[src/ffck_pkg.sv]
// Shared types, constants and key table for the calculator keypad.
package ffck_pkg;

    localparam int unsigned CLICK_W = 10;
    localparam int unsigned DATA_W  = 32;
    localparam int unsigned CNT_W   = 4;

    localparam logic [9:0] CELL_W  = 10'd52;
    localparam logic [9:0] CELL_H  = 10'd42;
    localparam logic [9:0] GRID_X0 = 10'd5;
    localparam logic [9:0] GRID_Y0 = 10'd80;
    localparam logic [9:0] GRID_X1 = 10'd215;
    localparam logic [9:0] GRID_Y1 = 10'd290;
    localparam logic [4:0] KEY_CNT = 5'd20;

    // Exponent of the highest power of ten that fits in 32 bits unsigned
    localparam logic [3:0] LEN_LAST = 4'd9;

    typedef enum logic [2:0] {
        OP_NONE = 3'd0,
        OP_ADD  = 3'd1,
        OP_SUB  = 3'd2,
        OP_MUL  = 3'd3,
        OP_DIV  = 3'd4
    } op_t;

    typedef enum logic [2:0] {
        KEY_NOP   = 3'd0,
        KEY_DIGIT = 3'd1,
        KEY_OPER  = 3'd2,
        KEY_EQ    = 3'd3,
        KEY_CLR   = 3'd4
    } key_kind_t;

    typedef struct packed {
        logic      hit;
        key_kind_t kind;
        logic [3:0] digit;
        op_t       op;
    } key_t;

    typedef struct packed {
        logic              start;
        op_t               op;
        logic [DATA_W-1:0] a;
        logic [DATA_W-1:0] b;
    } alu_req_t;

    typedef struct packed {
        logic              done;
        logic [DATA_W-1:0] result;
        logic [CNT_W-1:0]  length;
    } alu_rsp_t;

    function automatic logic [DATA_W-1:0] pow10(input logic [3:0] k);
        logic [DATA_W-1:0] p;
        unique case (k)
            4'd0:    p = 32'd1;
            4'd1:    p = 32'd10;
            4'd2:    p = 32'd100;
            4'd3:    p = 32'd1000;
            4'd4:    p = 32'd10000;
            4'd5:    p = 32'd100000;
            4'd6:    p = 32'd1000000;
            4'd7:    p = 32'd10000000;
            4'd8:    p = 32'd100000000;
            4'd9:    p = 32'd1000000000;
            default: p = '1;
        endcase
        return p;
    endfunction

    function automatic key_t key_lookup(input logic [4:0] idx);
        key_t k;
        k = '{hit: 1'b1, kind: KEY_NOP, digit: 4'd0, op: OP_NONE};
        unique case (idx)
            5'd0:  begin k.kind = KEY_DIGIT; k.digit = 4'd7; end
            5'd1:  begin k.kind = KEY_DIGIT; k.digit = 4'd8; end
            5'd2:  begin k.kind = KEY_DIGIT; k.digit = 4'd9; end
            5'd3:  begin k.kind = KEY_OPER;  k.op = OP_DIV; end
            5'd4:  begin k.kind = KEY_DIGIT; k.digit = 4'd4; end
            5'd5:  begin k.kind = KEY_DIGIT; k.digit = 4'd5; end
            5'd6:  begin k.kind = KEY_DIGIT; k.digit = 4'd6; end
            5'd7:  begin k.kind = KEY_OPER;  k.op = OP_MUL; end
            5'd8:  begin k.kind = KEY_DIGIT; k.digit = 4'd1; end
            5'd9:  begin k.kind = KEY_DIGIT; k.digit = 4'd2; end
            5'd10: begin k.kind = KEY_DIGIT; k.digit = 4'd3; end
            5'd11: begin k.kind = KEY_OPER;  k.op = OP_SUB; end
            5'd12: begin k.kind = KEY_DIGIT; k.digit = 4'd0; end
            5'd13: k.kind = KEY_NOP;
            5'd14: k.kind = KEY_EQ;
            5'd15: begin k.kind = KEY_OPER;  k.op = OP_ADD; end
            5'd16: k.kind = KEY_CLR;
            5'd17, 5'd18, 5'd19: k.kind = KEY_NOP;
            default: k.hit = 1'b0;
        endcase
        return k;
    endfunction

endpackage

[src/ffck_if.sv]
// Valid/ready channel interfaces for click items and display items.
interface ffck_click_if;
    logic                         valid;
    logic                         ready;
    logic [ffck_pkg::CLICK_W-1:0] click_x;
    logic [ffck_pkg::CLICK_W-1:0] click_y;

    modport source (output valid, output click_x, output click_y, input ready);
    modport sink   (input valid, input click_x, input click_y, output ready);
endinterface

interface ffck_disp_if;
    logic                        valid;
    logic                        ready;
    logic                        key_hit;
    logic [ffck_pkg::DATA_W-1:0] display_value;
    logic                        display_empty;

    modport source (output valid, output key_hit, output display_value,
                    output display_empty, input ready);
    modport sink   (input valid, input key_hit, input display_value,
                    input display_empty, output ready);
endinterface

[src/ffck_keymap.sv]
// Click position to key decode over the 4-by-5 cell grid.
module ffck_keymap (
    input  logic [ffck_pkg::CLICK_W-1:0] click_x,
    input  logic [ffck_pkg::CLICK_W-1:0] click_y,
    output ffck_pkg::key_t               key
);
    import ffck_pkg::*;

    logic       in_grid;
    logic [9:0] dx;
    logic [9:0] dy;
    logic [2:0] col;
    logic [2:0] row;
    logic [4:0] idx;

    assign in_grid = (click_x >= GRID_X0) && (click_x <= GRID_X1) &&
                     (click_y >= GRID_Y0) && (click_y <= GRID_Y1);
    assign dx = click_x - GRID_X0;
    assign dy = click_y - GRID_Y0;

    always_comb
    begin
        priority if (dx >= 10'(4 * CELL_W)) col = 3'd4;
        else if (dx >= 10'(3 * CELL_W))     col = 3'd3;
        else if (dx >= 10'(2 * CELL_W))     col = 3'd2;
        else if (dx >= CELL_W)              col = 3'd1;
        else                                col = 3'd0;

        priority if (dy >= 10'(5 * CELL_H)) row = 3'd5;
        else if (dy >= 10'(4 * CELL_H))     row = 3'd4;
        else if (dy >= 10'(3 * CELL_H))     row = 3'd3;
        else if (dy >= 10'(2 * CELL_H))     row = 3'd2;
        else if (dy >= CELL_H)              row = 3'd1;
        else                                row = 3'd0;
    end

    assign idx = {row, 2'b00} + {2'b00, col};

    always_comb
    begin
        key = key_lookup(idx);
        if (!in_grid || idx >= KEY_CNT)
        begin
            key.hit = 1'b0;
        end
    end

endmodule

[src/ffck_alu.sv]
// Add, subtract, iterative shift-add multiply and shift-subtract divide, with decimal length count.
module ffck_alu (
    input  logic               clk,
    input  logic               rst_n,
    input  ffck_pkg::alu_req_t req,
    output ffck_pkg::alu_rsp_t rsp
);
    import ffck_pkg::*;

    typedef enum logic [6:0] {
        U_IDLE  = 7'b0000001,
        U_MUL   = 7'b0000010,
        U_DIV   = 7'b0000100,
        U_DSIGN = 7'b0001000,
        U_LPREP = 7'b0010000,
        U_LEN   = 7'b0100000,
        U_DONE  = 7'b1000000
    } ustate_t;

    ustate_t           state_reg, state_next;
    logic [DATA_W-1:0] a_reg, a_next;
    logic [DATA_W-1:0] b_reg, b_next;
    logic [DATA_W:0]   acc_reg, acc_next;
    logic [DATA_W-1:0] res_reg, res_next;
    logic [4:0]        cnt_reg, cnt_next;
    logic              neg_reg, neg_next;
    logic [CNT_W-1:0]  len_reg, len_next;

    logic [DATA_W-1:0] mul_sum;
    logic [DATA_W:0]   div_shift;
    logic [DATA_W:0]   div_diff;
    logic [DATA_W-1:0] mag_a;
    logic [DATA_W-1:0] mag_b;

    assign mag_a     = req.a[DATA_W-1] ? (~req.a + 1'b1) : req.a;
    assign mag_b     = req.b[DATA_W-1] ? (~req.b + 1'b1) : req.b;
    assign mul_sum   = acc_reg[DATA_W-1:0] + (b_reg[0] ? a_reg : '0);
    assign div_shift = {acc_reg[DATA_W-1:0], b_reg[DATA_W-1]};
    assign div_diff  = div_shift - {1'b0, a_reg};

    always_comb
    begin
        state_next = state_reg;
        a_next     = a_reg;
        b_next     = b_reg;
        acc_next   = acc_reg;
        res_next   = res_reg;
        cnt_next   = cnt_reg;
        neg_next   = neg_reg;
        len_next   = len_reg;
        unique case (state_reg)
            U_IDLE:
            begin
                if (req.start)
                begin
                    cnt_next = '0;
                    acc_next = '0;
                    unique case (req.op)
                        OP_ADD:
                        begin
                            res_next   = req.a + req.b;
                            state_next = U_LPREP;
                        end
                        OP_SUB:
                        begin
                            res_next   = req.a - req.b;
                            state_next = U_LPREP;
                        end
                        OP_MUL:
                        begin
                            a_next     = req.a;
                            b_next     = req.b;
                            state_next = U_MUL;
                        end
                        OP_DIV:
                        begin
                            if (req.b == '0)
                            begin
                                res_next   = '0;
                                state_next = U_LPREP;
                            end
                            else
                            begin
                                a_next     = mag_b;
                                b_next     = mag_a;
                                neg_next   = req.a[DATA_W-1] ^ req.b[DATA_W-1];
                                state_next = U_DIV;
                            end
                        end
                        default:
                        begin
                            res_next   = '0;
                            state_next = U_LPREP;
                        end
                    endcase
                end
            end
            U_MUL:
            begin
                acc_next = {1'b0, mul_sum};
                a_next   = {a_reg[DATA_W-2:0], 1'b0};
                b_next   = {1'b0, b_reg[DATA_W-1:1]};
                cnt_next = cnt_reg + 5'd1;
                if (cnt_reg == 5'(DATA_W - 1))
                begin
                    res_next   = mul_sum;
                    state_next = U_LPREP;
                end
            end
            U_DIV:
            begin
                if (!div_diff[DATA_W])
                begin
                    acc_next = div_diff;
                    b_next   = {b_reg[DATA_W-2:0], 1'b1};
                end
                else
                begin
                    acc_next = div_shift;
                    b_next   = {b_reg[DATA_W-2:0], 1'b0};
                end
                cnt_next = cnt_reg + 5'd1;
                if (cnt_reg == 5'(DATA_W - 1))
                begin
                    state_next = U_DSIGN;
                end
            end
            U_DSIGN:
            begin
                res_next   = neg_reg ? (~b_reg + 1'b1) : b_reg;
                state_next = U_LPREP;
            end
            U_LPREP:
            begin
                acc_next   = {1'b0, res_reg[DATA_W-1] ? (~res_reg + 1'b1) : res_reg};
                len_next   = res_reg[DATA_W-1] ? 4'd2 : 4'd1;
                cnt_next   = 5'd1;
                state_next = U_LEN;
            end
            U_LEN:
            begin
                if (acc_reg[DATA_W-1:0] >= pow10(cnt_reg[3:0]))
                begin
                    len_next = len_reg + 4'd1;
                end
                cnt_next = cnt_reg + 5'd1;
                if (cnt_reg[3:0] == LEN_LAST)
                begin
                    state_next = U_DONE;
                end
            end
            U_DONE:
            begin
                state_next = U_IDLE;
            end
            default:
            begin
                state_next = U_IDLE;
            end
        endcase
    end

    always_ff @(posedge clk or negedge rst_n)
    begin
        if (!rst_n)
        begin
            state_reg <= U_IDLE;
        end
        else
        begin
            state_reg <= state_next;
        end
    end

    always_ff @(posedge clk)
    begin
        a_reg   <= a_next;
        b_reg   <= b_next;
        acc_reg <= acc_next;
        res_reg <= res_next;
        cnt_reg <= cnt_next;
        neg_reg <= neg_next;
        len_reg <= len_next;
    end

    assign rsp.done   = (state_reg == U_DONE);
    assign rsp.result = res_reg;
    assign rsp.length = len_reg;

endmodule

[src/four_function_calculator_keypad.sv]
// Four-function integer calculator driven by click positions on a key grid.
// One click item is taken at a time, and one display item comes back per click.
// Digit, operator, clear and blank keys, missed clicks and an equals that has
// nothing to apply go from the decode state to the put state; an equals with an
// operation pending first waits for the arithmetic unit. The put state loads the
// display item once any earlier item is taken, and the next click can be taken
// in the cycle after it is loaded. The arithmetic unit runs a 32-step shift-add
// or shift-subtract loop for multiply and divide, then a nine-step compare against
// powers of ten to count the decimal length of the result. The display output is
// registered, so a waiting result holds while the next click is decoded.
module four_function_calculator_keypad #(
    parameter int unsigned MAX_DIGITS = 15
) (
    input  logic         clk,
    input  logic         rst_n,
    ffck_click_if.sink   click,
    ffck_disp_if.source  disp
);
    import ffck_pkg::*;

    localparam logic [CNT_W-1:0] MAX_CNT = CNT_W'(MAX_DIGITS);

    typedef enum logic [3:0] {
        T_IDLE = 4'b0001,
        T_KEY  = 4'b0010,
        T_WAIT = 4'b0100,
        T_PUT  = 4'b1000
    } tstate_t;

    tstate_t              state_reg, state_next;
    logic [CLICK_W-1:0]   x_reg, y_reg;
    logic [DATA_W-1:0]    shown_reg, shown_next;
    logic [CNT_W-1:0]     count_reg, count_next;
    logic [DATA_W-1:0]    first_reg, first_next;
    op_t                  pend_reg, pend_next;
    logic                 fresh_reg, fresh_next;
    logic                 hit_reg, hit_next;
    logic                 ovalid_reg, ovalid_next;
    logic                 ohit_reg;
    logic [DATA_W-1:0]    oval_reg;
    logic                 oempty_reg;

    key_t                 key;
    alu_req_t             req;
    alu_rsp_t             rsp;
    logic [DATA_W-1:0]    base_val;
    logic [CNT_W-1:0]     base_cnt;
    logic                 load_out;

    ffck_keymap u_keymap (
        .click_x (x_reg),
        .click_y (y_reg),
        .key     (key)
    );

    ffck_alu u_alu (
        .clk   (clk),
        .rst_n (rst_n),
        .req   (req),
        .rsp   (rsp)
    );

    assign base_val = fresh_reg ? '0 : shown_reg;
    assign base_cnt = fresh_reg ? '0 : count_reg;
    assign load_out = (state_reg == T_PUT) && (!ovalid_reg || disp.ready);

    always_comb
    begin
        state_next = state_reg;
        shown_next = shown_reg;
        count_next = count_reg;
        first_next = first_reg;
        pend_next  = pend_reg;
        fresh_next = fresh_reg;
        hit_next   = hit_reg;
        req        = '{start: 1'b0, op: pend_reg, a: first_reg, b: shown_reg};
        unique case (state_reg)
            T_IDLE:
            begin
                if (click.valid)
                begin
                    state_next = T_KEY;
                end
            end
            T_KEY:
            begin
                hit_next   = key.hit;
                state_next = T_PUT;
                if (key.hit)
                begin
                    unique case (key.kind)
                        KEY_DIGIT:
                        begin
                            fresh_next = 1'b0;
                            shown_next = base_val;
                            count_next = base_cnt;
                            if (base_cnt < MAX_CNT)
                            begin
                                shown_next = {base_val[DATA_W-4:0], 3'b000} +
                                             {base_val[DATA_W-2:0], 1'b0} +
                                             {{(DATA_W-4){1'b0}}, key.digit};
                                count_next = base_cnt + 4'd1;
                            end
                        end
                        KEY_CLR:
                        begin
                            shown_next = '0;
                            count_next = '0;
                            first_next = '0;
                            pend_next  = OP_NONE;
                            fresh_next = 1'b1;
                        end
                        KEY_OPER:
                        begin
                            if (count_reg != '0)
                            begin
                                first_next = shown_reg;
                                pend_next  = key.op;
                                fresh_next = 1'b1;
                            end
                        end
                        KEY_EQ:
                        begin
                            if (count_reg != '0 && pend_reg != OP_NONE)
                            begin
                                req.start  = 1'b1;
                                state_next = T_WAIT;
                            end
                        end
                        KEY_NOP:
                        begin
                            state_next = T_PUT;
                        end
                        default:
                        begin
                            state_next = T_PUT;
                        end
                    endcase
                end
            end
            T_WAIT:
            begin
                if (rsp.done)
                begin
                    shown_next = rsp.result;
                    count_next = rsp.length;
                    pend_next  = OP_NONE;
                    fresh_next = 1'b1;
                    state_next = T_PUT;
                end
            end
            T_PUT:
            begin
                if (load_out)
                begin
                    state_next = T_IDLE;
                end
            end
            default:
            begin
                state_next = T_IDLE;
            end
        endcase
    end

    always_comb
    begin
        ovalid_next = ovalid_reg;
        if (disp.ready)
        begin
            ovalid_next = 1'b0;
        end
        if (load_out)
        begin
            ovalid_next = 1'b1;
        end
    end

    always_ff @(posedge clk or negedge rst_n)
    begin
        if (!rst_n)
        begin
            state_reg  <= T_IDLE;
            shown_reg  <= '0;
            count_reg  <= '0;
            first_reg  <= '0;
            pend_reg   <= OP_NONE;
            fresh_reg  <= 1'b1;
            hit_reg    <= 1'b0;
            ovalid_reg <= 1'b0;
        end
        else
        begin
            state_reg  <= state_next;
            shown_reg  <= shown_next;
            count_reg  <= count_next;
            first_reg  <= first_next;
            pend_reg   <= pend_next;
            fresh_reg  <= fresh_next;
            hit_reg    <= hit_next;
            ovalid_reg <= ovalid_next;
        end
    end

    always_ff @(posedge clk)
    begin
        if (click.valid && click.ready)
        begin
            x_reg <= click.click_x;
            y_reg <= click.click_y;
        end
        if (load_out)
        begin
            ohit_reg   <= hit_reg;
            oval_reg   <= (count_reg != '0) ? shown_reg : '0;
            oempty_reg <= (count_reg == '0);
        end
    end

    assign click.ready        = (state_reg == T_IDLE);
    assign disp.valid         = ovalid_reg;
    assign disp.key_hit       = ohit_reg;
    assign disp.display_value = oval_reg;
    assign disp.display_empty = oempty_reg;

endmodule

[src/flat_wrapper.sv]
// flat-port wrapper written by rule: the top's interface ports become plain ports
module four_function_calculator_keypad_flat import ffck_pkg::*;
#(
    parameter int unsigned MAX_DIGITS = 15
)
  (clk, rst_n, click_valid, click_click_x, click_click_y, click_ready, disp_valid, disp_key_hit, disp_display_value, disp_display_empty, disp_ready);
  ffck_click_if click_i ();
  ffck_disp_if disp_i ();
  input  logic clk;
  input  logic rst_n;
  input wire logic [$bits(click_i.valid)-1:0] click_valid;
  input wire logic [$bits(click_i.click_x)-1:0] click_click_x;
  input wire logic [$bits(click_i.click_y)-1:0] click_click_y;
  output wire logic [$bits(click_i.ready)-1:0] click_ready;
  output wire logic [$bits(disp_i.valid)-1:0] disp_valid;
  output wire logic [$bits(disp_i.key_hit)-1:0] disp_key_hit;
  output wire logic [$bits(disp_i.display_value)-1:0] disp_display_value;
  output wire logic [$bits(disp_i.display_empty)-1:0] disp_display_empty;
  input wire logic [$bits(disp_i.ready)-1:0] disp_ready;
  assign click_i.valid = click_valid;
  assign click_i.click_x = click_click_x;
  assign click_i.click_y = click_click_y;
  assign click_ready = click_i.ready;
  assign disp_valid = disp_i.valid;
  assign disp_key_hit = disp_i.key_hit;
  assign disp_display_value = disp_i.display_value;
  assign disp_display_empty = disp_i.display_empty;
  assign disp_i.ready = disp_ready;
  four_function_calculator_keypad #(.MAX_DIGITS(MAX_DIGITS)) u_core (.clk(clk), .rst_n(rst_n), .click(click_i), .disp(disp_i));
endmodule
[config.mk]
export PLATFORM = sky130hd
export DESIGN_NAME = four_function_calculator_keypad_flat
export DESIGN_NICKNAME = d
export VERILOG_FILES = /design/src/ffck_pkg.sv /design/src/ffck_if.sv /design/src/ffck_keymap.sv /design/src/ffck_alu.sv /design/src/four_function_calculator_keypad.sv /design/src/flat_wrapper.sv
export SDC_FILE = /design/constraint.sdc
export NUM_CORES = 1
export LEC_CHECK = 0
export BUFFER_PORTS_ARGS = -buffer_cell sky130_fd_sc_hd__buf_4
export CAP_MARGIN = 0
export CORE_MARGIN = 1
export CORE_UTILIZATION = 49
export DETAILED_ROUTE_END_ITERATION = 16
export PLACE_DENSITY = 0.66
export SLEW_MARGIN = 5
export SYNTH_ARGS = -nofsm -noshare
export SYNTH_HDL_FRONTEND = slang
export SYNTH_SLANG_ARGS = --single-unit
[constraint.sdc]
create_clock -name clk -period 7.2 [get_ports clk]
set_input_delay 1.44 -clock clk [delete_from_list [all_inputs] [get_ports clk]]
set_output_delay 1.44 -clock clk [all_outputs]
set_load 0.02 [all_outputs]
# After elaboration in Yosys (flattened, before gate mapping)
# Memory sizes are Yosys's and may differ from the RTL's. A register that Yosys moved wholly into a read port is not among the register bits.
# Cells that the tools add are included.
word_totals:
  register_bits: 277
  rom_bits: 512
  inputBits: 24
  word_cells: 249
  mem_count: 1
memory_table:
  columns: ["name", "words", "word_bits", "rd", "rd_ports_with_merged_regs", "write_ports", "line_no", "rtl"]
  rows:
  - ["(no name shown)", 16, 32, 1, 1, 0, "ffck_pkg.sv:57", "unique case (k)"]
classes:
  n_addsub: 16
  magnitude_cmp: 16
  eq_ne: 59
  n_mux: 87
  n_bitwise: 6
  reduce_logical: 42
op_table:
  columns: ["operator", "count"]
  rows:
  - ["$mux W32", 20]
  - ["$pmux W32 S2", 6]
  - ["$pmux W32 S4", 2]
  - ["$pmux W32 S3", 2]
  - ["$add A32 B1 Y32 const B", 4]
  - ["$not A32 Y32", 4]
  - ["$add A32 B32 Y32", 3]
  - ["$mux W4", 12]
  - ["$pmux W7 S6", 1]
  - ["$eq A5 B4 Y1 const B", 8]
  - ["$ge A10 B7 Y1 const B", 4]
  - ["$ge A10 B8 Y1 const B", 4]
  - ["$pmux W4 S9", 1]
  - ["$sub A33 B32 Y33", 1]
  - ["$add A32 B4 Y32", 1]
  - ["$ge A32 B32 Y1", 1]
  - ["$logic_not A32 Y1", 1]
  - ["$sub A32 B32 Y32", 1]
  - ["$mux W7", 4]
  - ["$eq A5 B5 Y1 const B", 5]
  - ["$pmux W3 S4", 2]
  - ["$pmux W4 S2", 3]
  - ["$reduce_and A4 Y1", 6]
  - ["$eq A5 B3 Y1 const B", 4]
  - ["other kinds (61)", 126]

# Depth between registers and ports, before layout
# Gate-level depths: netlist (run 1).
logic_depth:
  ltp_word: 18
  depth_mapped: 29
  ltp_nobuf: 27

# Cells and area by module
# From an unflattened synthesis (run 1), not the netlist that was laid out.
unflattened:
  hier_cells: 3163
  area_unflattened_um2: 26586.7
modules_own_cells:
  columns: ["module", "n_inst", "cells_each", "area_per_inst_um2", "seq_area_each_um2"]
  rows:
  - ["ffck_alu", 1, 2223, 17874.6, 4800.9]
  - ["four_function_calculator_keypad", 1, 776, 7603.5, 3575.9]
  - ["ffck_keymap", 1, 164, 1108.6, 0.0]

# Least setup slack after synthesis (run 1)
# No wires, ideal clock.
synth_path:
  path_type: "register to register"
  start: "reg u_core.x_reg[0]"
  end: "reg u_core.shown_reg[21]"
  setup_ps: 121
  arrival_time_ps: 6416
  slack_ps: 664
  stages_incl_launch_ff: 28
  path_buffers: 2
  synth_period_minus_slack_ps: 6536
  cell_sequence: "edfxtp_1 -> inv_1 -> ha_1 -> buf_2 -> or4b_1 -> o22ai_1 -> a32oi_1 -> a31oi_2 -> inv_2 -> ha_1 -> ha_1 -> and3b_1 -> or2_2 -> clkbuf_1 -> nand3_1 -> fa_1 -> inv_1 -> ha_1 -> a21o_1 -> a21o_1 -> a2111oi_0 -> nor3_1 -> or4_1 -> a31oi_1 -> o21ai_0 -> xor2_1 -> a22o_1 -> a22o_1"
synth_via:
  elab_chain_cells: 14
  word_cells_on_any_way: 55
synth_rtl:
  columns: ["item", "line_no", "rtl"]
  rows:
  - ["start: declaration", "four_function_calculator_keypad.sv:31", "logic [CLICK_W-1:0] x_reg, y_reg;"]
  - ["start signal: assignment", "four_function_calculator_keypad.sv:209", "x_reg <= click.click_x;"]
  - ["$sub A10 B3 Y10", "ffck_keymap.sv:18", "assign dx = click_x - GRID_X0;"]
  - ["$ge A10 B6 Y1", "ffck_keymap.sv:26", "else if (dx >= CELL_W) col = 3'd1;"]
  - ["$mux W1", "ffck_keymap.sv:26", null]
  - ["$mux W2", "ffck_keymap.sv:25", "else if (dx >= 10'(2 * CELL_W)) col = 3'd2;"]
  - ["$mux W2", "ffck_keymap.sv:24", "else if (dx >= 10'(3 * CELL_W)) col = 3'd3;"]
  - ["$mux W3", "ffck_keymap.sv:23", "priority if (dx >= 10'(4 * CELL_W)) col = 3'd4;"]
  - ["$add A5 B3 Y5", "ffck_keymap.sv:37", "assign idx = {row, 2'b00} + {2'b00, col};"]
  - ["$eq A5 B4 Y1, or another cell as far along", "ffck_pkg.sv:76", "unique case (idx)"]
  - ["$pmux W4 S9, or another cell as far along", "ffck_pkg.sv:76", null]
  - ["$add A32 B4 Y32 / $pmux W3 S4 (equally long branches)", "four_function_calculator_keypad.sv:100, ffck_pkg.sv:76", null]
  - ["$mux W32, or another cell as far along", "four_function_calculator_keypad.sv:97", "if (base_cnt < MAX_CNT)"]
  - ["$pmux W32 S2", "four_function_calculator_keypad.sv:91", "unique case (key.kind)"]
  - ["$mux W32", "four_function_calculator_keypad.sv:89", "if (key.hit)"]
  - ["$pmux W32 S2", "four_function_calculator_keypad.sv:77", "unique case (state_reg)"]
  - ["end signal: assignment", "four_function_calculator_keypad.sv:195", "shown_reg <= shown_next;"]
  - ["end: declaration", "four_function_calculator_keypad.sv:32", "logic [DATA_W-1:0] shown_reg, shown_next;"]
# Parallel ways exist; a longest one is shown, timed or not. The select of a mux whose other input is x is not followed.
# A chain may end at the register's enable or synchronous reset.

# Final worst setup path (run 1)
layout_path:
  start: "reg u_core.x_reg[1]"
  end: "reg u_core.shown_reg[21]"
# Same word-level chain as after synthesis.

==> results of run 1 <==
[path summary, 6_finish.rpt]
kind / startpoint / end / slack [ps]
setup / recovery: u_core.x_reg[1] / u_core.shown_reg[21] / 390
hold / removal: u_core.hit_reg / u_core.disp.key_hit / 470
setup reg to reg: u_core.x_reg[1] / u_core.shown_reg[21] / 390
hold reg to reg: u_core.hit_reg / u_core.disp.key_hit / 470
max in group asynchronous: rst_n / u_core.u_alu.state_reg[6] / 5250
min in group asynchronous: rst_n / u_core.shown_reg[25] / 720
[final cells by class]
class / instances / area, sq um / share of cell area, %
inverters: 127 / 477 / 1.70
repair buffers: 103 / 773 / 2.76
clock buffers: 48 / 1070 / 3.83
multi-input cells: 2381 / 16200 / 58.0
flip-flops and latches: 301 / 8380 / 29.9
clock inverters: 20 / 194 / 0.693
well taps: 680 / 851 / 3.04
[cells by family after synthesis]
logic type	after synthesis
AO/OA/AOI/OAI	888
XOR/XNOR	253
adder cells (fa/ha/maj)	215
buffers and inverters	290
flip-flops	301
multiplexers	63
AND/OR/NAND/NOR	962
[layer usage]
metal	vias up	global-route usage (%)
met1	10704	42.7
met2	726	44.2
met5	-	0
met3	105	3.51
met4	0	8.11
li1	10917	-
[per-stage QoR]
step                      TNS, ps  worst slack (ps)
after CTS                       0              76.7
final                           0               388
after floorplan                 0               664
after global placement          0               196
after detailed placement        0               156
after global routing        -61.3             -52.3
[synthesized netlist by cell type, types with 44 or more instances]
master	number
edfxtp_1	192
and2_1	44
inv_1	126
o221ai_1	48
a21oi_1	178
dfrtp_1	82
nand3_1	53
mux2i_1	48
nor2b_1	53
nor3_1	61
nand2_1	321
xnor2_1	97
clkbuf_1	131
ha_1	210
xor2_1	156
a22oi_1	46
nor2_1	231
o211ai_1	50
o21ai_0	190
a21o_1	75
o31ai_1	49
[what timing repair did]
action | CTS | global route
hold buffers | 0 | 0
setup endpoints to repair | 0 | 9
gates resized for setup | 0 | 7
endpoints found under the hold margin | 0 | 0
setup buffers | 0 | 6
[report_power, final]
part	internal (uW)	switching [uW]
sequential	1970	269
clock	1160	801
combinational	1750	2670
total	4880	3740
[critical path, stage by stage, from the launching register on]
cell	delay, ps
edfxtp_1	440
inv_1	90
ha_1	280
or4b_1	530
o22ai_1	230
a32oi_2	190
a31oi_2	360
inv_2	110
ha_1	210
ha_1	190
and3b_1	270
or2_2	220
nand3_1	120
fa_1	560
inv_1	60
ha_1	280
a21o_1	180
a21o_1	210
a2111oi_1	430
buf_4	210
nor3_1	70
or4_1	530
a31oi_1	270
o21ai_0	160
xor2_1	160
a22o_1	200
a22o_1	170
==> impl_metrics.env, run 1 <==
export IMPL_yosysSeqAreaShare_pct=32.7
export IMPL_netlist_instances=2972
export IMPL_placement_rows=83
export IMPL_timing_setup_critical_path_class="flop to flop"
export IMPL_cts_num_sinks=301
export IMPL_layout_worst_path_cycle_share_pct=94.6
export IMPL_r2r_worst_path_depth=26
export IMPL_synthFlopType="edfxtp_1"
export IMPL_cts_root_buf="clkbuf_16"
export IMPL_area_delta_synth_final_pct=9.13
export IMPL_avgViaCountPerCell=6.13
export IMPL_synth_top_family_by_area="compound AO/OA/AOI/OAI gates"
export IMPL_grt_total_usage_pct=28.9
export IMPL_chipWidth_um=231
export IMPL_cp_data_arrival_time_ps=7280
export IMPL_drt_total_wl_um=77400
export IMPL_yosys_top_cells_area="edfxtp_1 22%, ha_1 10%, dfrtp_1 8.0%, xor2_1 5.3%, nand2_1 4.7%"
export IMPL_final_setup_skew_ps=22.3
export IMPL_floorplan_io_pins=60
export IMPL_power_leakage_uw=0.0113
export IMPL_yosys_warnings=0
export IMPL_whs_path_depth=0
export IMPL_timing_final_crit_period_ps=6810
export IMPL_fillers=4794
export IMPL_holdWs_ps=473
export IMPL_grt_remaining_overflow=0
export IMPL_synth_xor_area_share_pct=8.64
export IMPL_numCtsBuffers=38
export IMPL_setup_violations=0
export IMPL_post_place_cells=3586
export IMPL_synth_edff_count=192
export IMPL_highest_routed_layer="met4"
export IMPL_post_synth_mux_area_share_pct=2.53
export IMPL_number_of_unique_standard_cell_types_used_by_synthesis=93
export IMPL_clkLatencyLatePin_ps=580
export IMPL_synthSimpleGateAreaFrac_pct=18.1
export IMPL_routed_via_count=22452
export IMPL_detailed_place_hpwl_um=59500
export IMPL_cp_data_required_time_ps=7670
export IMPL_fmax_mhz=147
export IMPL_ctsLongestPathBuffers=3
export IMPL_hold_viol_final=0
export IMPL_tightest_slew_ps=1150
export IMPL_nets_in_the_synthesized_netlist=3211
export IMPL_core_region_area_sq_um=51500
export IMPL_tritoncts="built"
export IMPL_chipHeight_um=231
export IMPL_synth_area_per_cell_sq_um=8.63
export IMPL_finish_cell_count_without_fillers=3660
export IMPL_fin_total_pwr_uw=8620
export IMPL_maxCapViolCount=0
export IMPL_fin_nets=3191
export IMPL_layout_cells_most_common="nand2_1"
export IMPL_ys_ff_latch=301
export IMPL_synth_compound_gate_area_share_pct=23.1
export IMPL_first_global_vias=21149
export IMPL_vdd_drop_max_mv=0.366
export IMPL_average_wire_length_per_cell_after_detail_routing_um=21.2
export IMPL_critical_path_max_fanout=9
export IMPL_met1_length_um=36700
export IMPL_layout_cells_most_common_list="320 x nand2_1, 229 x nor2_1, 210 x ha_1, 192 x edfxtp_1, 189 x o21ai_0"
export IMPL_place_congestion=0.910
export IMPL_async_reset_ff_share_pct=28.2
export IMPL_remaining_drc_errors=0
export IMPL_floorplan_initialDensity_pct=49.8
export IMPL_drt_first_iter_violations=2051
export IMPL_class_of_the_tightest_hold_or_removal_check="flop to flop"
export IMPL_first_pass_grt_wire_length_um=121000
export IMPL_clk_pin_slew_worst_paths_ps=60
export IMPL_drive_gt1_share_pct=7.62
export IMPL_drt_pre_antenna_iters=7
export IMPL_antenna_left=0
export IMPL_final_max_slew_viol_count=0
export IMPL_maxSlewHeadroom_pct=23.3
export IMPL_insertedDiodeCount=0
export IMPL_kind_of_capture_point_of_the_worst_setup_path="flop"
export IMPL_dpl_instance_area_sq_um=26600
export IMPL_synth_largest_area_cell="edfxtp_1"
export IMPL_grt_max_degree=71
export IMPL_status="complete, no violations"
export IMPL_design_area_sq_um=28000
export IMPL_route_met2_wl_um=33700
export IMPL_die_area_sq_um=53200
export IMPL_crit_path_start_kind="flop"
export IMPL_synth_area_sq_um=25600
export IMPL_htree_num_levels=2
export IMPL_power_per_cell_area_nw_per_um2=308
export IMPL_synth_adder_area_share_pct=10.6
export IMPL_antenna_found_initial=0
export IMPL_met3_length_um=5150
export IMPL_synth_top_cell_area_share_pct=22.5
export IMPL_port_buffer_count=59
export IMPL_util_after_layout_pct=54.3
Note: power is estimated with default switching activity, not from simulation.
==> inputs of run 2 (changes only) <==
--- a/config.mk
+++ b/config.mk
@@ -8,9 +8,9 @@
 export BUFFER_PORTS_ARGS = -buffer_cell sky130_fd_sc_hd__buf_4
 export CAP_MARGIN = 0
 export CORE_MARGIN = 1
-export CORE_UTILIZATION = 49
+export CORE_UTILIZATION = 25
 export DETAILED_ROUTE_END_ITERATION = 16
-export PLACE_DENSITY = 0.66
+export PLACE_DENSITY = 0.4
 export SLEW_MARGIN = 5
 export SYNTH_ARGS = -nofsm -noshare
 export SYNTH_HDL_FRONTEND = slang
==> run 2 against run 1 <==
Global-route usage shrank 12 points. Cell count increased by 19%. Total power up 2.5%. Non-clock buffer count grew 8. Count of clock-buffer cells in the layout up 11. Wire length up 11%. Sequential power hardly changed. Worst setup slack worse by 14 ps. Design area rose by 3.7%. Die area increased by 95%. Core utilization is 26 points lower. Critical endpoint unchanged.
==> impl_metrics.env, run 2 (synthesis gave the netlist of run 1 again) <==
export IMPL_die_area_sq_um=104000
export IMPL_drive_gt1_share_pct=8.07
export IMPL_critical_path_max_fanout=9
export IMPL_timing_setup_critical_path_class="flop to flop"
export IMPL_clk_pin_slew_worst_paths_ps=50
export IMPL_power_per_cell_area_nw_per_um2=304
export IMPL_remaining_drc_errors=0
export IMPL_setup_tns_final_ps=0
export IMPL_dpl_instance_area_sq_um=27600
export IMPL_rsz0062_at_grt="no"
export IMPL_tightest_slew_ps=1060
export IMPL_final_max_slew_viol_count=0
export IMPL_routed_via_count=21558
export IMPL_ff_latch_area_sq_um=8380
export IMPL_cts_root_buf="clkbuf_16"
export IMPL_average_wire_length_per_cell_after_detail_routing_um=19.8
export IMPL_layout_cells_most_common_list="320 x nand2_1, 229 x nor2_1, 210 x ha_1, 192 x edfxtp_1, 189 x o21ai_0"
export IMPL_grt_max_degree=65
export IMPL_class_of_the_tightest_hold_or_removal_check="flop to flop"
export IMPL_antenna_left=0
export IMPL_fmax_mhz=147
export IMPL_cts_num_sinks=301
export IMPL_grt_remaining_overflow=0
export IMPL_timing_final_crit_period_ps=6830
export IMPL_chipHeight_um=322
export IMPL_tritoncts="built"
export IMPL_multi_input_gate_area_sq_um=16200
export IMPL_floorplan_io_pins=60
export IMPL_layout_cells_most_common="nand2_1"
export IMPL_r2r_end="u_core.shown_reg[21]"
export IMPL_detailed_place_hpwl_um=67200
export IMPL_hold_viol_final=0
export IMPL_drt_first_iter_violations=1270
export IMPL_power_leakage_uw=0.0114
export IMPL_first_pass_grt_wire_length_um=132000
export IMPL_cp_data_required_time_ps=7660
export IMPL_drt_total_wl_um=86300
export IMPL_htree_num_levels=2
export IMPL_final_setup_skew_ps=31.8
export IMPL_r2r_worst_path_depth=25
export IMPL_floorplan_initialDensity_pct=25.2
export IMPL_setup_violations=0
export IMPL_worstSetupEndpoint="u_core.shown_reg[21]"
export IMPL_core_region_area_sq_um=102000
export IMPL_status="complete, no violations"
export IMPL_insertedDiodeCount=0
export IMPL_critical_path_startpoint="u_core.x_reg[1]"
export IMPL_ctsLongestPathBuffers=3
export IMPL_avgViaCountPerCell=4.94
export IMPL_crit_path_start_kind="flop"
export IMPL_antenna_found_initial=1
export IMPL_crit_reg2reg_launch="u_core.x_reg[1]"
export IMPL_clkLatencyLatePin_ps=600
export IMPL_fillers=10959
export IMPL_numCtsBuffers=43
export IMPL_maxSlewHeadroom_pct=28.8
export IMPL_design_area_sq_um=29000
export IMPL_placement_rows=117
export IMPL_grt_total_usage_pct=16.5
export IMPL_kind_of_capture_point_of_the_worst_setup_path="flop"
export IMPL_chipWidth_um=322
export IMPL_first_global_vias=21307
export IMPL_port_buffer_count=59
export IMPL_fin_nets=3204
export IMPL_area_delta_synth_final_pct=13.2
export IMPL_drt_pre_antenna_iters=5
export IMPL_place_congestion=0.836
export IMPL_rrSetupSlack_ps=370
export IMPL_cp_data_arrival_time_ps=7290
export IMPL_post_cts_hold_buffer_count=0
export IMPL_layout_worst_path_cycle_share_pct=94.8
export IMPL_vdd_drop_max_mv=0.199
export IMPL_maxCapViolCount=0
run 2: worst max-delay path, cell delays in order, from the launching register on:
cell and delay [ps]:
edfxtp_1 430, inv_1 90, ha_1 280, or4b_1 520, o22ai_1 180, a32oi_1 220, a31oi_2 360, inv_2 90
ha_1 210, ha_1 390, nor2_1 280, nand3_1 140, fa_1 550, inv_1 50, ha_1 280, a21o_1 180
a21o_1 210, a2111oi_0 430, buf_4 210, nor3_1 70, or4_1 540, a31oi_1 280, o21ai_0 150, xor2_1 160
a22o_1 200, a22o_1 170
run 2: through the flow:
| step | std cells | setup WS, ps | util (%) | power (uW) | hold slack [ps] |
|---|---|---|---|---|---|
| 6_report | 4368 | 374 | 28.5 | 8830 | 462 |
| 5_1_grt | 4368 | 4.67 | 28.5 | 9520 | 480 |
| 4_1_cts | 4365 | 72.6 | 28.5 | 8920 | 472 |
| 3_5_place_dp | 4285 | 160 | 27.1 | 6680 | 449 |
| 3_3_place_gp | 4285 | 127 | 27.1 | 6730 | 455 |
| 2_1_floorplan | 2972 | 664 | - | 5570 | 425 |
run 2: how the worst min path moves through the flow:
stage                   start  slack [ps]  cells after the start                  end
3_3_place_gp   u_core.hit_reg         460                      0  u_core.disp.key_hit
6_report       u_core.hit_reg         460                      0  u_core.disp.key_hit
3_5_place_dp   u_core.hit_reg         450                      0  u_core.disp.key_hit
4_1_cts        u_core.hit_reg         470                      0  u_core.disp.key_hit
5_1_grt        u_core.hit_reg         480                      0  u_core.disp.key_hit
2_1_floorplan  u_core.hit_reg         420                      0  u_core.disp.key_hit
run 2: cell type report:
cell class              count  share of cell area [%]
clock buffers              59                    4.23
flip-flops and latches    301                    28.9
repair buffers            111                    2.87
clock inverters            21                   0.582
well taps                1368                    5.90
multi-input cells        2381                    55.9
inverters                 127                    1.64
run 2: power breakdown:
part           internal [uW]  switching [uW]
Combinational           1760            2710
Clock                   1270             877
Sequential              1970             252
Total                   4990            3840
run 2: repair_timing:
action | in CTS | in global routing
endpoints found under the setup margin | 0 | 8
setup buffers | 0 | 3
gates resized for setup | 0 | 4
run 2: metal layers:
layer / track usage, % / up-vias / share of wire, %
met5: 0 / - / 0
met4: 3.76 / 0 / 1.9
met3: 1.66 / 82 / 2.6
met2: 26.2 / 282 / 44
met1: 23.9 / 10267 / 51
li1: - / 10927 / -
==> inputs of run 3 (changes only) <==
--- a/config.mk
+++ b/config.mk
@@ -5,12 +5,12 @@
 export SDC_FILE = /design/constraint.sdc
 export NUM_CORES = 1
 export LEC_CHECK = 0
-export BUFFER_PORTS_ARGS = -buffer_cell sky130_fd_sc_hd__buf_4
 export CAP_MARGIN = 0
 export CORE_MARGIN = 1
 export CORE_UTILIZATION = 25
 export DETAILED_ROUTE_END_ITERATION = 16
-export PLACE_DENSITY = 0.4
+export DONT_BUFFER_PORTS = 1
+export PLACE_DENSITY = 0.39
 export SLEW_MARGIN = 5
 export SYNTH_ARGS = -nofsm -noshare
 export SYNTH_HDL_FRONTEND = slang
==> run 3 against run 2 <==
Non-clock buffer count decreased by 62. Count of clock-buffer cells in the layout increased by 6. Core utilization decreased by 0.38 points. Hold slack improved by 21 ps. Worst setup slack improved by 61 ps. Die area unchanged. Wire length increased by 0.91%. Combinational power decreased by 1%. Sequential share of layout area increased by 0.39 points. Design area decreased by 1.3%. Clock power increased by 3%. Maximum frequency increased by 0.91%. Largest cell class unchanged. Highest routed layer unchanged.
==> impl_metrics.env, run 3 (synthesis gave the netlist of run 1 again) <==
export IMPL_status="complete, no violations"
export IMPL_fillers=10847
export IMPL_layout_cells_most_common="nand2_1"
export IMPL_ctsLongestPathBuffers=3
export IMPL_detailed_place_hpwl_um=67700
export IMPL_remaining_drc_errors=0
export IMPL_antenna_found_initial=3
export IMPL_layout_worst_path_cycle_share_pct=94.0
export IMPL_timing_final_crit_period_ps=6760
export IMPL_hold_path_endpoint="u_core.first_reg[31]"
export IMPL_grt_total_usage_pct=16.6
export IMPL_fin_nets=3142
export IMPL_die_area_sq_um=104000
export IMPL_power_leakage_uw=0.0111
export IMPL_globalRouteMet2Util_pct=26.5
export IMPL_numCtsBuffers=43
export IMPL_drt_pre_antenna_iters=6
export IMPL_floorplan_initialDensity_pct=25.2
export IMPL_chipWidth_um=322
export IMPL_setup_violations=0
export IMPL_busiest_layer="met2"
export IMPL_avgViaCountPerCell=5.06
export IMPL_layout_cells_most_common_list="320 x nand2_1, 229 x nor2_1, 210 x ha_1, 192 x edfxtp_1, 189 x o21ai_0"
export IMPL_hold_viol_final=0
export IMPL_final_setup_skew_ps=26.9
export IMPL_use_met3_pct=2.00
export IMPL_first_global_vias=21603
export IMPL_core_region_area_sq_um=102000
export IMPL_cts_root_buf="clkbuf_16"
export IMPL_class_of_the_tightest_hold_or_removal_check="flop to flop"
export IMPL_cp_data_required_time_ps=7660
export IMPL_grt_remaining_overflow=0
export IMPL_place_congestion=0.839
export IMPL_maxCapViolCount=0
export IMPL_r2r_worst_path_depth=25
export IMPL_cts_num_sinks=301
export IMPL_crit_path_start_kind="flop"
export IMPL_fin_total_pwr_uw=8880
export IMPL_port_buffer_count=0
export IMPL_design_area_sq_um=28600
export IMPL_final_max_slew_viol_count=0
export IMPL_average_wire_length_per_cell_after_detail_routing_um=20.2
export IMPL_cp_data_arrival_time_ps=7230
export IMPL_maxSlewHeadroom_pct=18.1
export IMPL_antenna_left=0
export IMPL_drt_total_wl_um=87100
export IMPL_path_common_cell="ha_1"
export IMPL_global_route_usage_met1_pct=23.4
export IMPL_chipHeight_um=322
export IMPL_kind_of_capture_point_of_the_worst_setup_path="flop"
export IMPL_r2r_end="u_core.shown_reg[21]"
export IMPL_dpl_instance_area_sq_um=27100
export IMPL_timing_setup_critical_path_class="flop to flop"
export IMPL_drt_first_iter_violations=1616
export IMPL_area_delta_synth_final_pct=11.7
export IMPL_fmax_mhz=148
export IMPL_vdd_drop_max_mv=0.292
export IMPL_clkLatencyLatePin_ps=600
export IMPL_crit_reg2reg_launch="u_core.x_reg[1]"
export IMPL_grt_max_degree=86
export IMPL_max_incr_delay_on_cp_ps=570
export IMPL_routed_via_count=21804
export IMPL_multi_input_gate_area_sq_um=16300
export IMPL_power_per_cell_area_nw_per_um2=310
export IMPL_tritoncts="built"
export IMPL_clk_pin_slew_worst_paths_ps=60
export IMPL_whs_path_depth=2
export IMPL_placement_rows=117
export IMPL_floorplan_io_pins=60
export IMPL_slowest_cell_on_the_critical_path="fa_1"
export IMPL_ff_latch_area_sq_um=8380
export IMPL_htree_num_levels=2
export IMPL_first_pass_grt_wire_length_um=133000
export IMPL_critical_path_max_fanout=9
export IMPL_rrSetupSlack_ps=440
export IMPL_drive_gt1_share_pct=6.37
export IMPL_tightest_slew_ps=1200
export IMPL_hp_start="u_core.first_reg[31]"
run 3: cell types whose count changed in the layout (fill, tap and decap cells not counted), sizes merged:
cell	before	now
clkinv	16	6
clkbuf	59	65
clkinvlp	1	2
buf	111	49
diode	0	1
inv	129	131
run 3: layout make-up:
type	count	share of cell area (%)
clock inverter	14	0.494
clock buffer	65	4.55
antenna	1	0.00874
timing repair buffer	49	1.28
tap	1368	5.98
sequential	301	29.2
inverter	127	1.66
multi-input combinational	2381	56.8
run 3: what timing repair did:
action                                  4_1_cts  5_1_grt
resized for setup                             1        8
endpoints found under the setup margin        3        8
pin swaps                                     0        2
setup buffers                                 1        2
hold buffers                                  0        0
run 3: how the worst max path moves through the flow:
stage / start / cells after the start / end / slack (ps)
floorplan: u_core.x_reg[0] / 27 / u_core.shown_reg[21] / 660
global placement: u_core.x_reg[0] / 28 / u_core.shown_reg[30] / 20
detailed placement: u_core.x_reg[0] / 28 / u_core.shown_reg[30] / 10
CTS: u_core.x_reg[0] / 28 / u_core.shown_reg[30] / 90
global route: u_core.x_reg[1] / 28 / u_core.shown_reg[30] / -50
finish: u_core.x_reg[1] / 25 / u_core.shown_reg[21] / 440
run 3: per-stage QoR:
| stage | setup slack (ps) | util (%) | setup TNS (ps) | hold slack (ps) | cells |
|---|---|---|---|---|---|
| 6_report | 435 | 28.1 | 0 | 483 | 4306 |
| 5_1_grt | -47.1 | 28.1 | -50.6 | 511 | 4305 |
| 4_1_cts | 86.0 | 28.1 | 0 | 485 | 4303 |
| 3_5_place_dp | 12.2 | 26.7 | 0 | 473 | 4223 |
| 3_3_place_gp | 23.9 | 26.7 | 0 | 463 | 4223 |
| 2_1_floorplan | 664 | - | 0 | 425 | 2972 |
run 3: where the power goes:
part	leakage [uW]	switching [uW]	internal, uW	total [uW]
Clock	0.000707	881	1330	2210
Sequential	0.00285	290	1970	2260
Combinational	0.00757	2680	1730	4410
Total	0.0111	3850	5020	8880
run 3: critical path: cells and delay by family (launching register included):
| family | cells | cell delay [ps] |
|---|---|---|
| buffers and inverters | 4 | 450 |
| xor gates and xnor gates | 1 | 160 |
| and+or+nand+nor | 5 | 1610 |
| DFF | 1 | 430 |
| adders and majority gates | 5 | 1730 |
| AOI/OAI and AO/OA | 10 | 2270 |
run 3: routing by layer:
layer | vias to the layer above | share of wire [%]
li1 | 10792 | -
met1 | 10515 | 49
met2 | 402 | 45
met3 | 95 | 3.7
met4 | 0 | 2.7
met5 | - | 0
